<file path="src/rtl/core/jkv_pkg.sv">
`default_nettype none
// ----------------------------------------------------------------------------
// jkv_pkg
// Shared types and constants of the JSON key/value span scanner.
// ----------------------------------------------------------------------------
package jkv_pkg;

	localparam int ID_W  = 10;
	localparam int OFS_W = 32;

	// parse phases
	typedef enum logic [3:0] {
		PH_OPEN     = 4'd0,
		PH_KEY_WAIT = 4'd1,
		PH_IN_KEY   = 4'd2,
		PH_COLON    = 4'd3,
		PH_VALUE    = 4'd4,
		PH_STR      = 4'd5,
		PH_LIST     = 4'd6,
		PH_SCALAR   = 4'd7,
		PH_AFTER    = 4'd8,
		PH_DONE     = 4'd9,
		PH_ERR      = 4'd10
	} phase_t;

	// record kinds
	localparam logic [1:0] KIND_SCALAR = 2'd0;
	localparam logic [1:0] KIND_STRING = 2'd1;
	localparam logic [1:0] KIND_LIST   = 2'd2;
	localparam logic [1:0] KIND_OBJECT = 2'd3;

	// error codes
	localparam logic [1:0] ERR_NONE     = 2'd0;
	localparam logic [1:0] ERR_SYNTAX   = 2'd1;
	localparam logic [1:0] ERR_STACK    = 2'd2;
	localparam logic [1:0] ERR_RECORDS  = 2'd3;

	// structural characters
	localparam logic [7:0] CH_LBRACE = 8'h7B;
	localparam logic [7:0] CH_RBRACE = 8'h7D;
	localparam logic [7:0] CH_COMMA  = 8'h2C;
	localparam logic [7:0] CH_COLON  = 8'h3A;
	localparam logic [7:0] CH_LBRACK = 8'h5B;
	localparam logic [7:0] CH_RBRACK = 8'h5D;
	localparam logic [7:0] CH_BSLASH = 8'h5C;
	localparam logic [7:0] CH_QUOTE  = 8'h22;

	// one result record
	typedef struct packed {
		logic [1:0]       kind;
		logic [ID_W-1:0]  id;
		logic [ID_W-1:0]  parent;
		logic             has_parent;
		logic [OFS_W-1:0] ks;
		logic [OFS_W-1:0] ke;
		logic [OFS_W-1:0] vs;
		logic [OFS_W-1:0] ve;
		logic [1:0]       err;
		logic             last;
	} rec_t;

endpackage
`default_nettype wire

</file>
<file path="src/rtl/core/jkv_queue.sv">
`default_nettype none
// ----------------------------------------------------------------------------
// jkv_queue
// Four-entry record queue between the parser and the output channel.
// ----------------------------------------------------------------------------
module jkv_queue (
	input  wire logic     clk,
	input  wire logic     arst_n,
	input  jkv_pkg::rec_t wr0,
	input  jkv_pkg::rec_t wr1,
	input  wire logic [1:0] wr_cnt,
	output logic          room,
	output jkv_pkg::rec_t head,
	output logic          head_valid,
	input  wire logic     head_take
);
	import jkv_pkg::*;

	rec_t       q_q [4];
	logic [1:0] wp_q, rp_q;
	logic [2:0] cnt_q;
	logic       rd;

	assign rd         = head_valid && head_take;
	assign head_valid = (cnt_q != 3'd0);
	assign head       = q_q[rp_q];
	assign room       = (cnt_q <= 3'd2);

	// storage
	always_ff @(posedge clk) begin
		if (wr_cnt != 2'd0) q_q[wp_q] <= wr0;
		if (wr_cnt == 2'd2) q_q[wp_q + 2'd1] <= wr1;
	end

	// pointers and fill count
	always_ff @(posedge clk or negedge arst_n) begin
		if (!arst_n) begin
			wp_q <= '0; rp_q <= '0; cnt_q <= '0;
		end else begin
			wp_q  <= wp_q + wr_cnt;
			rp_q  <= rp_q + {1'b0, rd};
			cnt_q <= cnt_q + {1'b0, wr_cnt} - {2'b0, rd};
		end
	end

endmodule
`default_nettype wire

</file>
<file path="config.mk">
export PLATFORM = sky130hd
export DESIGN_NAME = jkv_queue
export DESIGN_NICKNAME = d
export VERILOG_FILES = /design/src/rtl/core/jkv_pkg.sv /design/src/rtl/core/jkv_queue.sv
export SDC_FILE = /design/constraint.sdc
export NUM_CORES = 1
export LEC_CHECK = 0
export ABC_CLOCK_PERIOD_IN_PS = 14100
export BUFFER_PORTS_ARGS = -buffer_cell sky130_fd_sc_hd__clkbuf_2
export CAP_MARGIN = 15
export CORE_MARGIN = 2
export CORE_UTILIZATION = 45
export DETAILED_ROUTE_END_ITERATION = 10
export GPL_TIMING_DRIVEN = 1
export PLACE_DENSITY = 0.66
export SETUP_SLACK_MARGIN = 0.1
export SYNTH_ARGS = -nofsm -noshare
export SYNTH_HDL_FRONTEND = slang
export SYNTH_SLANG_ARGS = --single-unit
</file>
<file path="constraint.sdc">
create_clock -name clk -period 14.1 [get_ports clk]
set_input_delay 1.41 -clock clk [delete_from_list [all_inputs] [get_ports clk]]
set_output_delay 1.41 -clock clk [all_outputs]
set_load 0.02 [all_outputs]
</file>
==> metrics.json <==
{
  "outcome": "finished, final reports clean",
  "detailedRoute.firstIterationViolations": 1096,
  "clk_pin_slew_ns": 0.05,
  "worst_hold_path_type": "reg -> reg",
  "synth_top_cells_by_area": "edfxtp_1, mux2_2, mux4_2",
  "post_synth.cell_area_avg_um2": 19.8,
  "fmax_ghz": 0.186,
  "cts.repair_timing.setup_buffer_count": 0,
  "synth_edf_count": 616,
  "path_max_fanout": 46,
  "critical_setup_path_kind": "reg -> out",
  "cts.htree.levels": 3,
  "die_y_um": 263,
  "dp.final_hpwl_um": 44300,
  "antenna_found_initial": 18,
  "ctsResizeCount": 0,
  "floorplan.io_pins": 469,
  "critical-path-max-stage-delay_ns": 0.87,
  "core.rowCount": 95,
  "critical_path.endpoint_type": "output port",
  "yosys.cell_count.top_type": "edfxtp_1",
  "fraction_of_layout_instances_using_a_drive_strength_above_1_pct": 64.2,
  "setup.worst_path.start_class": "flop",
  "routed_via_density": 5.67,
  "grt.total_usage_pct": 21.7,
  "fp.dieW_um": 263,
  "synth_commonest_cells": "edfxtp_1, mux2_2, mux4_2, mux2_1, mux2_4",
  "drt-total-wl_um": 75300,
  "critPathArrivalTime_ns": 3.98,
  "tritoncts.num_buffers": 70,
  "worst_path_max_delay_cell": "buf_4",
  "total_leakage_power_uw": 0.0127,
  "ys_dominant_reg_cell": "edfxtp_1",
  "cts.path.max_buffers": 3,
  "fin_tns_setup_ns": 0,
  "required_ns": 12.69,
  "grt.overflow.total": 0,
  "portBuffers": 468,
  "peakVddDrop_mv": 0.121,
  "hold_buffers": 0,
  "synthDominantAreaCellType": "edfxtp_1",
  "worstSkewPairLatency_ns": 0.61,
  "clock_skews_ns": 0.0265,
  "drt-wirelength-per-cell_um": 25.7,
  "seq_area_frac_synth_pct": 61.7,
  "clkSinkCount": 623,
  "timing_worst_slew_pin_value_ns": 1.08,
  "finalMaxSlewViolations": 0,
  "floorplan.core_area_um2": 66800,
  "cp_cell_sequence": "buf_4 -> buf_4 -> mux4_2 -> clkbuf_2",
  "route.antenna.remaining_nets": 0,
  "cp_common_cell": "buf_4",
  "power.density_nw_per_um2": 210,
  "synthArstFlopShare_pct": 1.12,
  "syn_area_um2": 30200,
  "synth_cell_types": 29,
  "grt_pass1_vias": 18200,
  "synth.ff_latch_count": 623,
  "rsz0062_at_grt": "false",
  "netlist.area_leader.share_pct": 61.2,
  "vias": 16600,
  "fin_nets": 2311,
  "layout-area-overhead-vs-synth_pct": 17.4,
  "critical-path-top-delay-family": "buffers and inverters",
  "drc": 0,
  "share_of_the_core_filled_with_cells_in_the_final_layout_pct": 53.2,
  "hold_viol": 0,
  "fin_crit_ns": 5.39,
  "floorplan.initialDensity_pct": 45.3,
  "fp.dieArea_um2": 69300,
  "synth_warnings": 0,
  "slew_headroom_pct": 28.0,
  "clock_tree_from_tritoncts": "built",
  "fraction_of_the_cycle_the_final_worst_path_needs_pct": 38.2,
  "synthesis.nets": 1847,
  "setup-violations-final": 0,
  "clock_tree.root_cell": "clkbuf_16",
  "maximum_number_of_pins_on_one_net_before_global_route_repair": 62,
  "wire_length_of_the_first_global_routing_pass_um": 113000,
  "gp_congestion": 0.758,
  "syn_inst": 1530,
  "drv_cap": 0,
  "cp_num_buf_inv": 3,
  "drt_first_pass_iters": 7
}
==> per-stage QoR <==
stage               instances  setup WS [ns]  hold WS [ns]  cell area [um2]  power (uW)
floorplan                1530          0.820         0.513            30200        4980
global placement         2795           9.09         0.556            33300        5740
detailed placement       2795           9.13         0.567            33300        5770
CTS                      2921           8.49         0.577            35500        7570
global route             2928           8.32         0.625            35500        7790
finish                   2929           8.71         0.578            35500        7460
==> power breakdown <==
group	switching (uW)	leakage [uW]	total, uW	internal (uW)
sequential	181	0.00586	2950	2770
combinational	1640	0.00573	2720	1080
clock	743	0.00110	1790	1050
total	2570	0.0127	7460	4890
==> path summary, 6_finish.rpt <==
path                       slack [ns]  cells after the start  startpoint         end
max reg2reg                     10.27                      5     wp_q[1]  q_q[2][12]
min reg2reg                      0.58                      1    cnt_q[2]    cnt_q[2]
max                              8.71                      4     rp_q[0]    head[78]
min in group asynchronous        0.67                      1      arst_n     wp_q[1]
max in group asynchronous       13.21                      1      arst_n     rp_q[1]
min                              0.58                      1    cnt_q[2]    cnt_q[2]
==> cell usage in the layout (no fill, tap or decap), types with 2 or more instances in the layout <==
| master | n |
|---|---|
| clkinv_2 | 13 |
| bufinv_16 | 6 |
| clkinv_1 | 17 |
| nor2_4 | 2 |
| edfxtp_1 | 616 |
| clkbuf_2 | 468 |
| mux2_2 | 496 |
| mux2_4 | 60 |
| xnor2_1 | 5 |
| and4bb_4 | 2 |
| clkinv_4 | 2 |
| mux2i_1 | 2 |
| dfrtp_4 | 2 |
| mux2_1 | 60 |
| inv_6 | 5 |
| inv_1 | 5 |
| mux4_2 | 154 |
| dfrtp_1 | 5 |
| ha_1 | 3 |
| clkbuf_1 | 10 |
| clkbuf_16 | 72 |
| diode_2 | 8 |
| buf_4 | 29 |
==> cells by family (layout without fill, tap and decap cells) <==
family                   count (synthesis)  count (layout)  synth area share, %
AO/OA/AOI/OAI                            7               7                0.153
adder cells (fa/ha/maj)                  4               4                0.190
XOR/XNOR                                 6               6                0.174
multiplexers                           772             772                 35.2
flip-flops                             623             623                 61.7
AND/OR/NAND/NOR                          8               8                0.219
other                                    0               8                    0
buffers and inverters                  110             628                 2.32
==> layer usage <==
layer  routed length (um)  vias to the layer above  global-route usage [%]
met4                 1780                       18                    7.10
met1                30500                     8662                    27.0
met5                  109                        -                       0
met2                37700                      490                    36.8
li1                     -                     7300                       -
met3                 5200                      126                    5.96
==> worst register-to-register path, cell delays in order (launching register included) <==
cell and delay, ns:
dfrtp_1 0.54, and4bb_4 0.37, buf_4 0.68, o21bai_4 0.28, buf_4 0.67, buf_4 0.85
==> sequential cells by signal (all words and copies together), names as in the netlist <==
signal	cells
wp_q	2
rp_q	2
cnt_q	3
q_q	616
==> final cells by class <==
type	count	area (um2)
Fill cell	5406	31300
Sequential cell	623	18700
Multi-Input combinational cell	797	10900
Timing Repair Buffer	497	2560
Clock buffer	82	1840
Tap cell	873	1090
Clock inverter	44	387
Antenna cell	8	20.0
Inverter	5	18.8
(Power assumes the default switching activity.)
